==> config.mk <==
export PLATFORM = sky130hd
export DESIGN_NAME = chm_ctrl
export DESIGN_NICKNAME = d
export VERILOG_FILES = /design/src/chm_pkg.sv /design/src/chm_ctrl.sv
export SDC_FILE = /design/constraint.sdc
export NUM_CORES = 1
export LEC_CHECK = 0
export CAP_MARGIN = 5
export CELL_PAD_IN_SITES_DETAIL_PLACEMENT = 0
export CELL_PAD_IN_SITES_GLOBAL_PLACEMENT = 1
export CORE_AREA = 8 8 45 47
export CTS_CLUSTER_SIZE = 40
export DETAILED_ROUTE_END_ITERATION = 16
export DIE_AREA = 0 0 53 55
export DONT_BUFFER_PORTS = 1
export PLACE_DENSITY = 0.77
export SYNTH_ARGS = -nofsm -noshare
export SYNTH_HDL_FRONTEND = slang
export SYNTH_SLANG_ARGS = --single-unit
==> constraint.sdc <==
create_clock -name clk -period 1.4 [get_ports clk]
set_input_delay 0.28 -clock clk [delete_from_list [all_inputs] [get_ports clk]]
set_output_delay 0.28 -clock clk [all_outputs]
set_load 0.05 [all_outputs]
==> src/chm_pkg.sv <==
`timescale 1ns / 1ps
// ----------------------------------------------------------------------------
// chm_pkg: shared types and constants of the chained hash map
// Sizes, command and status codes, controller states and the
// controller/datapath command and status structs.
// ----------------------------------------------------------------------------
package chm_pkg;

	localparam int BUCKETS    = 256;
	localparam int CAPACITY   = 256;
	localparam int KEY_BITS   = 32;
	localparam int VALUE_BITS = 32;
	localparam int BKT_W      = $clog2(BUCKETS);
	localparam int IDX_W      = $clog2(CAPACITY);
	localparam int PTR_W      = IDX_W + 1;          // node index plus null
	localparam int CNT_W      = $clog2(CAPACITY + 1);
	localparam logic [PTR_W-1:0] NIL = PTR_W'(CAPACITY);

	localparam logic [2:0] CMD_FIND    = 3'd0;
	localparam logic [2:0] CMD_INSERT  = 3'd1;
	localparam logic [2:0] CMD_FIND_OR = 3'd2;
	localparam logic [2:0] CMD_REPLACE = 3'd3;
	localparam logic [2:0] CMD_REMOVE  = 3'd4;

	localparam logic [1:0] ST_OK     = 2'd0;
	localparam logic [1:0] ST_EXISTS = 2'd1;
	localparam logic [1:0] ST_NOTFND = 2'd2;
	localparam logic [1:0] ST_FULL   = 2'd3;

	typedef enum logic [3:0] {
		S_CLEAR,     // sweep bucket heads to null after reset
		S_IDLE,
		S_HEAD_RD,   // bucket head read issued
		S_HEAD_WT,
		S_NODE_RD,   // node read issued for cur
		S_NODE_WT,
		S_CHECK,     // compare key of cur
		S_FREE_RD,
		S_FREE_WT,
		S_APPLY,     // write stores
		S_OUT
	} chm_state_t;

	typedef struct packed {
		logic load;        // capture input word
		logic clr_wr;      // write NIL to bucket at clear pointer
		logic clr_inc;
		logic head_rd;
		logic head_cap;    // cur <= head data
		logic node_rd;
		logic node_cap;
		logic step;        // prev <= cur, cur <= next, steps++
		logic free_rd;
		logic do_insert;
		logic do_update;
		logic do_remove;
		logic set_result;  // compute result word
		logic out_load;
	} chm_cmd_t;

	typedef struct packed {
		logic clr_done;
		logic cur_nil;
		logic key_hit;
		logic steps_done;
		logic pool_empty;
		logic [2:0] cmd;
		logic repl;
	} chm_sts_t;

endpackage

==> src/chm_ctrl.sv <==
`timescale 1ns / 1ps
// ----------------------------------------------------------------------------
// chm_ctrl: command sequencer
// Clears bucket heads after reset, then walks one chain per command and
// drives the datapath updates.
// ----------------------------------------------------------------------------
module chm_ctrl (
	input  logic              clk,
	input  logic              arst_n,
	input  logic              in_valid,
	output logic              in_stall,
	input  logic              out_busy,   // output register full and stalled
	input  chm_pkg::chm_sts_t sts,
	output chm_pkg::chm_cmd_t cmd,
	output logic              present     // key found by the walk
);

	chm_pkg::chm_state_t state_q, state_nx;
	logic present_q, present_nx;

	always_ff @(posedge clk or negedge arst_n) begin
		if (!arst_n) begin
			state_q   <= chm_pkg::S_CLEAR;
			present_q <= 1'b0;
		end else begin
			state_q   <= state_nx;
			present_q <= present_nx;
		end
	end

	assign present = present_q;

	always_comb begin
		logic need_add;
		need_add   = 1'b0;
		state_nx   = state_q;
		present_nx = present_q;
		cmd        = '0;
		in_stall   = 1'b1;
		unique case (state_q)
			chm_pkg::S_CLEAR: begin
				cmd.clr_wr  = 1'b1;
				cmd.clr_inc = 1'b1;
				if (sts.clr_done) state_nx = chm_pkg::S_IDLE;
			end
			chm_pkg::S_IDLE: begin
				in_stall = 1'b0;
				if (in_valid) begin
					cmd.load = 1'b1;
					state_nx = chm_pkg::S_HEAD_RD;
				end
			end
			chm_pkg::S_HEAD_RD: begin
				cmd.head_rd = 1'b1;
				state_nx = chm_pkg::S_HEAD_WT;
			end
			chm_pkg::S_HEAD_WT: begin
				cmd.head_cap = 1'b1;
				state_nx = chm_pkg::S_NODE_RD;
			end
			chm_pkg::S_NODE_RD: begin
				if (sts.cur_nil || sts.steps_done) begin
					present_nx = 1'b0;
					state_nx   = chm_pkg::S_FREE_RD;
				end else begin
					cmd.node_rd = 1'b1;
					state_nx = chm_pkg::S_NODE_WT;
				end
			end
			chm_pkg::S_NODE_WT: begin
				cmd.node_cap = 1'b1;
				state_nx = chm_pkg::S_CHECK;
			end
			chm_pkg::S_CHECK: begin
				if (sts.key_hit) begin
					present_nx = 1'b1;
					state_nx   = chm_pkg::S_FREE_RD;
				end else begin
					cmd.step = 1'b1;
					state_nx = chm_pkg::S_NODE_RD;
				end
			end
			chm_pkg::S_FREE_RD: begin
				cmd.free_rd = 1'b1;
				state_nx = chm_pkg::S_FREE_WT;
			end
			chm_pkg::S_FREE_WT: state_nx = chm_pkg::S_APPLY;
			chm_pkg::S_APPLY: begin
				cmd.set_result = 1'b1;
				need_add = !present_q && !sts.pool_empty &&
					(sts.cmd == chm_pkg::CMD_INSERT || sts.cmd == chm_pkg::CMD_FIND_OR);
				cmd.do_insert = need_add;
				cmd.do_update = present_q &&
					((sts.cmd == chm_pkg::CMD_INSERT && sts.repl) ||
					 sts.cmd == chm_pkg::CMD_REPLACE);
				cmd.do_remove = present_q && sts.cmd == chm_pkg::CMD_REMOVE;
				state_nx = chm_pkg::S_OUT;
			end
			chm_pkg::S_OUT: begin
				if (!out_busy) begin
					cmd.out_load = 1'b1;
					state_nx = chm_pkg::S_IDLE;
				end
			end
			default: state_nx = chm_pkg::S_IDLE;
		endcase
	end

endmodule

# Yosys cells after proc, flatten, opt, wreduce, memory -nomap -nowiden
# Cells that the tools add are included.
# classes
shift	0
n_eq_ne	19
n_mul	0
muxes	24
reduce_logical	14
n_bitwise	0
addsub	0
n_lt_le_gt_ge	0
div	0
# op_table
operator	n
$pmux 4 s11	1
$eq 4x3->1 const B	4
$mux 4	4
$mux 1	15
$eq 4x4->1 const B	3
$ne 2x2->1 const B	5
$eq 4x2->1 const B	2
$eq 3x2->1 const B	2
$mux 2	3
$reduce_and 3->1	2
$logic_and 1x1->1	5
$eq 4x1->1 const B	1
$logic_not 4->1	1
$eq 3x1->1 const B	1
$eq 3x3->1 const B	1
$logic_or 1x1->1	3
$logic_not 1->1	2
$pmux 1 s2	1
$reduce_bool 2->1	1
# word_totals
elab_cells	59
register_bits	5
in_bits	13
romBits	0
latch_bits	0
mem_count	0
mem_bits_rw	0

# Longest topological paths before layout
# Gate-level depths: netlist of run 1.
# depth
word_depth	5
mapped_depth	4
ltp_nobuf	3

# Worst setup path after synthesis of run 1
# OpenSTA, ideal clock, no wires.
# synth_path
kind	reg2out
from	reg state_q[0]
to	out cmd[12] (netlist bit)
stages_incl_launch_ff	4
required_time_ps	1120
arrival_ps	2585
path_slack_ps	-1465
n_path_buf	2
cell_sequence	dfrtp_1 -> buf_4 -> nor4_1 -> buf_4
# synth_lines
element	line	text
from (decl)	chm_ctrl.sv:18	chm_pkg::chm_state_t state_q, state_nx;
from (signal assigned)	chm_ctrl.sv:23	state_q <= chm_pkg::S_CLEAR;
from (signal assigned)	chm_ctrl.sv:26	state_q <= state_nx;
to (decl)	chm_ctrl.sv:14	output chm_pkg::chm_cmd_t cmd,

==> impl_metrics.tcl, run 1 <==
set metrics [dict create \
    status "finished with violations" \
    failed_checks "setup timing" \
    grt_pass1_vias 625 \
    vdd_drop_max_v 0.00192 \
    clk_latency_ns 0.26 \
    synth_edf_count 0 \
    finalSetupViolCount 17 \
    rsz0062_at_grt "true" \
    tightest_slew_ns 0.400 \
    cts_inserted_buffers 3 \
    cts_tree "built" \
    synthCells 65 \
    syn_area_per_cell_um2 7.70 \
    first_pass_iters 4 \
    max_stage_delay_ns 0.37 \
    seq_area_frac_synth 0.250 \
    cts_buffer_depth 2 \
    total_power_mw 2.94 \
    drcViolationCount 0 \
    syn_to_final_growth_pct 126 \
    drtIter0Drc 10 \
    syn_area_um2 500 \
    pin_count 29 \
    synth_ff_type "dfrtp_1" \
    ys_ff_latch 5 \
    grt_pass1_wl_um 2990 \
    die_w_um 53 \
    groute.usage.overall 0.142 \
    fin_ws_ns -0.447 \
    cap_viol_max_count 0 \
    synthArstFlopShare 1.00 \
    grt_start_max_net_pins 17 \
    yosysTopAreaCell "dfrtp_1" \
    wl_per_cell_um 19.6 \
    cp-start-kind "flip-flop" \
    cts_root_buf "clkbuf_4" \
    clk_pin_slew_worst_paths_ns 0.05 \
    finalNetCount 108 \
    ant_nets 0 \
    die-area_mm2 0.00292 \
    synthMostInstantiatedCell "nor2_1" \
    path_max_fanout 3 \
    drv_slew 0 \
    dp_hpwl_um 1300 \
    cp.arrival_ns 1.57 \
    antenna_found_initial 0 \
    ys_top_cells_by_count "nor2_1, nor3_1, dfrtp_1, nand2b_1" \
    grt.overflow.total 0 \
    core-area_mm2 0.00138 \
    initial_core_util 0.362 \
    syn-num-nets 78 \
    maxSlewHeadroom 0.730 \
    hold_violations 0 \
    fin_skew_ns 0.00185 \
    ys_top_cells_by_area "dfrtp_1, nor3_1, nand2b_1" \
    crit_chain "and4bb_4, nand2_4, nor4b_4, buf_12" \
    hp-class "in2reg" \
    n_antenna_cell 0 \
    synth_cell_types 25 \
    vias 647 \
    cts_htree_levels 1 \
    path_class "reg2out" \
    die_h_um 55 \
    fin_crit_ns 1.85 \
    required_ns 1.12 \
    synthDominantCellAreaShare 0.250 \
    timing.fmax_ghz 0.541 \
    pre_cts_ws_ns -0.174 \
    drive_gt1_frac 0.670 \
    ys.warnings.count 0 \
    vias_per_cell 5.88 \
    fin_crit_sh 1.32 \
    slowest_stage "dfrtp_1" \
    endpoint_kind "primary output" \
    routed_wl_um 2150 \
    p_per_area_mw_per_mm2 2600 \
    cts.sinks 5 \
    leakage_nw 0.451 \
    rows 14 \
    gp_congestion 0.776 \
    io_buffers 0 \
]
-- final timing paths --
kind | start | to | slack [ns] | cells after the start
max | state_q[1] | cmd[3] | -0.45 | 4
max in group asynchronous | arst_n | state_q[3] | 0.87 | 1
min reg2reg | state_q[2] | state_q[2] | 0.77 | 3
max reg2reg | state_q[0] | state_q[1] | -0.20 | 6
min | out_busy | state_q[0] | 0.11 | 1
min in group asynchronous | arst_n | state_q[1] | 0.32 | 1
-- layer usage --
metal  GRT usage  share of wire  up-vias
li1            -              -      295
met1       0.161           0.38      311
met2       0.230           0.49       32
met3      0.0267          0.092        9
met4       0.116          0.038        0
met5           0              0        -
-- cells by family after synthesis --
logic type             share of synthesized area
AO/OA/AOI/OAI                              0.165
XOR/XNOR                                  0.0350
buffers and inverters                     0.0600
flip-flops                                 0.250
AND/OR/NAND/NOR                            0.490
-- state kept, by name, indices dropped and copies added (netlist names) --
signal and flops:
present 1, state_q 4
-- layout make-up --
| type | instances | area [µm²] |
|---|---|---|
| multi-input cells | 55 | 546 |
| flip-flops and latches | 5 | 126 |
| well taps | 16 | 20.0 |
| repair buffers | 30 | 414 |
| fillers | 79 | 251 |
| clock buffers | 4 | 26.3 |
-- through the flow --
stage | area (µm²) | hold WS (ns) | util | TNS, ns | instances
2_1_floorplan | 613 | -0.0156 | - | -2.47 | 65
3_3_place_gp | 883 | -0.0154 | 0.638 | -0.869 | 98
3_5_place_dp | 883 | -0.0155 | 0.638 | -0.941 | 98
4_1_cts | 1010 | 0.125 | 0.732 | -3.92 | 104
5_1_grt | 1130 | 0.104 | 0.818 | -5.58 | 110
6_report | 1130 | 0.107 | 0.818 | -4.86 | 110
-- cell usage in the layout, fill, tap and decap left out, types with 2 or more instances in the layout --
cell type,instances
a21oi_1,4
buf_12,11
buf_4,9
buf_6,5
buf_8,4
clkbuf_4,3
dfrtp_1,4
nand2_1,2
nand2_2,2
nand2b_4,4
nor2_1,5
nor2_4,2
nor2b_1,2
nor2b_4,2
nor3_2,2
nor3_4,4
nor4_4,2
nor4b_4,2
o21ai_0,3
o31ai_1,2
xor2_1,2
-- where the power goes --
group	internal, mW	switching [mW]	leakage [nW]	total (mW)
clock network	0.109	0.0744	0.0150	0.183
registers	0.223	0.0880	0.0593	0.311
logic	1.10	1.34	0.377	2.44
total	1.44	1.50	0.451	2.94
-- critical path: cells and delay by family, from the launching register on --
family / cells / cell delay (ns)
buffers and inverters: 1 / 0.18
and+or+nand+nor: 3 / 0.76
DFF: 1 / 0.37
-- what timing repair did --
action,in CTS,in global routing
hold endpoints to repair,5,0
buffers inserted,2,6
gates resized for setup,20,18
hold buffers,1,0
pin swaps,7,6
endpoints found under the setup margin,18,19
Note: power is estimated with default switching activity, not from simulation.
==> inputs of run 2 (changes only) <==
BUFFER_PORTS_ARGS = -buffer_cell sky130_fd_sc_hd__clkbuf_2   (was default)
CORE_AREA = default   (was 8 8 45 47)
CORE_MARGIN = 8   (was default)
CORE_UTILIZATION = 28   (was default)
DIE_AREA = default   (was 0 0 53 55)
DONT_BUFFER_PORTS = default   (was 1)
PLACE_DENSITY = 0.82   (was 0.77)
SETUP_SLACK_MARGIN = 0.3   (was default)
==> run 2 against run 1 <==
Setup slack better by 0.024 ns; core utilization grew 4.0 points; die area increased by 17%; clock power is 11% lower; critical path depth did not move; the flow still finishes with violations (setup timing); combinational power grew 30%; wire length up 13%; power increased by 24%; first-iteration DRC count up 90%; non-clock buffer count grew 30; clock skew hardly changed; sequential cell count unchanged; highest routed layer is now met3.
==> impl_metrics.tcl, run 2 (same netlist as run 1, synthesis figures left out) <==
set metrics [dict create \
    status "finished with violations" \
    failed_checks "setup timing" \
    drcViolationCount 0 \
    vdd_drop_max_v 0.00216 \
    tightest_slew_ns 0.291 \
    required_ns 1.12 \
    maxSlewHeadroom 0.805 \
    first_pass_iters 4 \
    die-area_mm2 0.00340 \
    dpl.cell_count 129 \
    core-area_mm2 0.00171 \
    drv_slew 0 \
    crit_chain "buf_6, or3b_1, nor2b_4, buf_12" \
    path_max_fanout 16 \
    dp_hpwl_um 1490 \
    grt_pass1_wl_um 3560 \
    n_antenna_cell 0 \
    use_met1 0.155 \
    cts.sinks 5 \
    cts_tree "built" \
    hold_violations 0 \
    grt_pass1_vias 749 \
    fin_ws_ns -0.423 \
    fin_crit_ns 1.82 \
    cp-start-kind "flip-flop" \
    syn_to_final_growth_pct 193 \
    leakage_nw 0.625 \
    p_per_area_mw_per_mm2 2480 \
    io_buffers 28 \
    cp_top_family "simple AND/OR/NAND/NOR gates" \
    clk_latency_ns 0.24 \
    fin_crit_sh 1.30 \
    clk_pin_slew_worst_paths_ns 0.04 \
    max_stage_delay_ns 0.45 \
    endpoint_kind "primary output" \
    finalNetCount 138 \
    gp_congestion 0.761 \
    initial_core_util 0.293 \
    cts_root_buf "clkbuf_4" \
    path_class "reg2out" \
    routed_wl_um 2420 \
    largest-register "state_q" \
    antenna_found_initial 0 \
    drive_gt1_frac 0.742 \
    hp-class "in2reg" \
    vias 750 \
    vias_per_cell 5.03 \
    top_usage_layer "met2" \
    ant_nets 0 \
    cp.arrival_ns 1.54 \
    instances_no_fill 149 \
    rsz0062_at_grt "true" \
    groute.usage.overall 0.130 \
    utilization 0.858 \
    largest_register_ff_count 4 \
    die_w_um 58.3 \
    rows 15 \
    finalSetupViolCount 18 \
    grt_use_met3 0.0397 \
    grt_start_max_net_pins 17 \
    wl_per_cell_um 16.3 \
    die_h_um 58.3 \
    cts_inserted_buffers 3 \
    mostFrequentLayoutCells "buf_6, buf_12, buf_4, clkbuf_2, nor2_1" \
    cap_viol_max_count 0 \
    grt.overflow.total 0 \
    cts_buffer_depth 2 \
    path_buf_inv 2 \
    fin_skew_ns 0.00208 \
    timing.fmax_ghz 0.548 \
    use_met2 0.224 \
    pin_count 29 \
    cts_htree_levels 1 \
    slowest_stage "or3b_1" \
    final_common_cell "buf_6" \
    drtIter0Drc 19 \
]
==> run 2: cell types whose count changed in the layout (fill, tap and decap cells not counted), sizes merged <==
| cell | delta |
|---|---|
| buf | +17 |
| clkbuf | +13 |
==> run 2: per-layer routing <==
| metal | part of all wire | wire length, µm |
|---|---|---|
| met5 | 0 | 0 |
| met2 | 0.54 | 1320 |
| met1 | 0.42 | 1020 |
| met3 | 0.035 | 85 |
| met4 | 0 | 0 |
==> run 2: report_power, final <==
part           internal, mW  switching [mW]  total (mW)
Combinational          1.62            1.55        3.17
Sequential            0.223          0.0731       0.296
Clock                 0.107          0.0546       0.162
Total                  1.95            1.68        3.63
==> run 2: what timing repair did <==
action	in CTS	in global routing
setup buffers	10	5
resized for setup	34	12
endpoints found under the setup margin	21	21
hold endpoints to repair	5	0
pin swaps	7	6
hold buffers	1	0
==> run 2: layout make-up <==
cell class	count	area (µm²)
Clock buffer	4	26.3
Fill cell	77	243
Multi-Input combinational cell	55	578
Sequential cell	5	126
Tap cell	25	31.3
Timing Repair Buffer	60	703
==> run 2: path summary, 6_finish.rpt <==
check                      startpoint          to  slack, ns  cells past startpoint
hold / removal               in_valid  state_q[0]       0.39                      4
min in group asynchronous      arst_n  state_q[0]       0.40                      2
setup reg to reg           state_q[0]  state_q[1]      -0.19                      7
hold reg to reg            state_q[2]  state_q[2]       0.77                      3
max in group asynchronous      arst_n     present       0.85                      2
setup / recovery           state_q[2]      cmd[8]      -0.42                      4
==> run 2: stage by stage <==
stage               setup TNS [ns]  setup WS [ns]  total power, mW  area (µm²)  hold WS [ns]
finish                       -5.01         -0.423             3.63        1470         0.392
floorplan                    -2.69         -0.565             1.63         644       -0.0156
global route                 -5.88         -0.471             3.79        1470         0.393
global placement            -0.911         -0.156             2.49        1120        0.0956
detailed placement           -1.00         -0.203             2.52        1120         0.103
CTS                          -4.84         -0.436             3.31        1370         0.379
==> run 2: worst min-delay path, stage by stage <==
cell and delay, ns:
clkbuf_2 0.13, o21ai_4 0.06, o31ai_4 0.05, a221oi_2 0.06
==> inputs of run 3 (changes only) <==
--- a/config.mk
+++ b/config.mk
@@ -11,8 +11,8 @@
 export CELL_PAD_IN_SITES_GLOBAL_PLACEMENT = 1
 export CORE_MARGIN = 8
-export CORE_UTILIZATION = 28
+export CORE_UTILIZATION = 25
 export CTS_CLUSTER_SIZE = 40
 export DETAILED_ROUTE_END_ITERATION = 16
-export PLACE_DENSITY = 0.82
+export PLACE_DENSITY = 0.78
 export SETUP_SLACK_MARGIN = 0.3
 export SYNTH_ARGS = -nofsm -noshare
==> constraint.sdc (replaced) <==
create_clock -name clk -period 1.6 [get_ports clk]
set_input_delay 0.16 -clock clk [delete_from_list [all_inputs] [get_ports clk]]
set_output_delay 0.16 -clock clk [all_outputs]
set_load 0.05 [all_outputs]
==> run 3 against run 2 <==
Largest cell class is now multi-input combinational cells; the flow still finishes with violations (setup timing); wire length decreased by 19%; core utilization decreased by 28 points; register-to-register slack improved by 0.32 ns; setup slack improved by 0.33 ns.
==> impl_metrics.tcl, run 3 (same netlist as run 1, synthesis figures left out) <==
set metrics [dict create \
    initial_core_util 0.260 \
    dp_hpwl_um 1370 \
    clk_latency_ns 0.24 \
    internal-power_mw 1.13 \
    drive_gt1_frac 0.660 \
    cts_tree "built" \
    regToRegEndpoint "state_q[1]" \
    hold_violations 0 \
    cp.arrival_ns 1.53 \
    endpoint_kind "primary output" \
    p_per_area_mw_per_mm2 2080 \
    cts_root_buf "clkbuf_4" \
    grt_pass1_wl_um 3150 \
    failed_checks "setup timing" \
    cts_inserted_buffers 3 \
    n_antenna_cell 0 \
    rows 16 \
    grt_start_max_net_pins 17 \
    vias 661 \
    p_sw_mw 1.20 \
    hp-class "in2reg" \
    largest-register "state_q" \
    drtIter0Drc 9 \
    largest_register_ff_count 4 \
    maxSlewHeadroom 0.797 \
    drv_slew 0 \
    p_comb_frac 0.820 \
    finalNetCount 120 \
    ant_nets 0 \
    fin_skew_ns 0.00206 \
    cts.sinks 5 \
    path_class "reg2out" \
    vias_per_cell 4.97 \
    tns_ns -0.347 \
    io_buffers 28 \
    gp_congestion 0.759 \
    hp-start "out_busy" \
    r2r_slack_ns 0.13 \
    p_clk_frac 0.062 \
    status "finished with violations" \
    p_seq_frac 0.119 \
    antenna_found_initial 0 \
    p_sw_frac 0.514 \
    clk_pin_slew_worst_paths_ns 0.04 \
    pin_count 29 \
    tightest_slew_ns 0.303 \
    holdPathEnd "state_q[0]" \
    final_common_cell "clkbuf_2" \
    grt_pass1_vias 703 \
    die_w_um 60.7 \
    groute.usage.overall 0.110 \
    rsz0062_at_grt "true" \
    cts_htree_levels 1 \
    mostFrequentLayoutCells "clkbuf_2, buf_4, buf_6, nor2_1, clkbuf_4" \
    reg2reg_from "state_q[2]" \
    leakage_nw 0.474 \
    timing.fmax_ghz 0.592 \
    core-area_mm2 0.00192 \
    routed_wl_um 1960 \
    reg2reg_depth 4 \
    die_h_um 60.7 \
    grt.overflow.total 0 \
    fin_crit_sh 1.06 \
    drcViolationCount 0 \
    required_ns 1.44 \
    fin_crit_ns 1.69 \
    wl_per_cell_um 14.7 \
    vdd_drop_max_v 0.00103 \
    cts_buffer_depth 2 \
    hold_depth 2 \
    first_pass_iters 4 \
    finalSetupViolCount 6 \
    pre_cts_ws_ns 0.0893 \
    die-area_mm2 0.00369 \
    syn_to_final_growth_pct 124 \
    path_max_fanout 16 \
    fin_ws_ns -0.0904 \
    cp-start-kind "flip-flop" \
    cap_viol_max_count 0 \
]
[run 3: timing repair]
item / 4_1_cts / 5_1_grt
pin swaps: 2 / 5
setup endpoints to repair: 19 / 19
gates resized for setup: 32 / 13
buffers inserted: 2 / 6
hold endpoints to repair: 5 / 0
hold buffers: 1 / 0
[run 3: how the worst max path moves through the flow]
stage | end | cells after the start | slack, ns | start
finish | cmd[8] | 4 | -0.09 | state_q[2]
global route | cmd[8] | 4 | -0.17 | state_q[2]
CTS | cmd[8] | 4 | -0.1 | state_q[2]
detailed placement | cmd[3] | 4 | 0.09 | state_q[3]
global placement | state_q[1] | 4 | 0.11 | state_q[2]
floorplan | cmd[3] | 4 | -0.25 | state_q[0]
[run 3: critical path, cell delays in order (launching register included)]
cell     delay, ns
dfrtp_1       0.33
buf_4         0.23
or3b_1        0.45
nor2b_4       0.15
buf_12        0.14
[run 3: stage by stage]
step                      area (µm²)  total power [mW]  std cells  utilization  hold slack, ns
after CTS                       1020              2.07        127        0.532           0.245
final                           1120              2.33        133        0.583           0.256
after global routing            1120              2.49        133        0.583           0.239
after detailed placement         850              1.63        120        0.442         -0.0179
after floorplan                  612              1.33         65            -          -0.136
after global placement           850              1.62        120        0.442         -0.0201
[run 3: final cells by class]
class                   count  area (µm²)
repair buffers             42         419
multi-input cells          55         513
fillers                   178         802
clock buffers               4        26.3
flip-flops and latches      5         128
well taps                  27        33.8
[run 3: power groups by stage]
stage	registers [mW]	clock network [mW]	logic (mW)
after CTS	0.296	0.146	1.63
after global placement	0.280	0	1.34
after global routing	0.292	0.167	2.03
after detailed placement	0.283	0	1.35
final	0.276	0.144	1.91
after floorplan	0.311	0	1.02
[run 3: routing by layer]
| layer | global-route usage | vias up | routed length (µm) |
|---|---|---|---|
| li1 | - | 320 | - |
| met1 | 0.122 | 311 | 686 |
| met2 | 0.186 | 26 | 1070 |
| met3 | 0.0424 | 4 | 170 |
| met4 | 0.0399 | 0 | 28 |
| met5 | 0 | - | 0 |
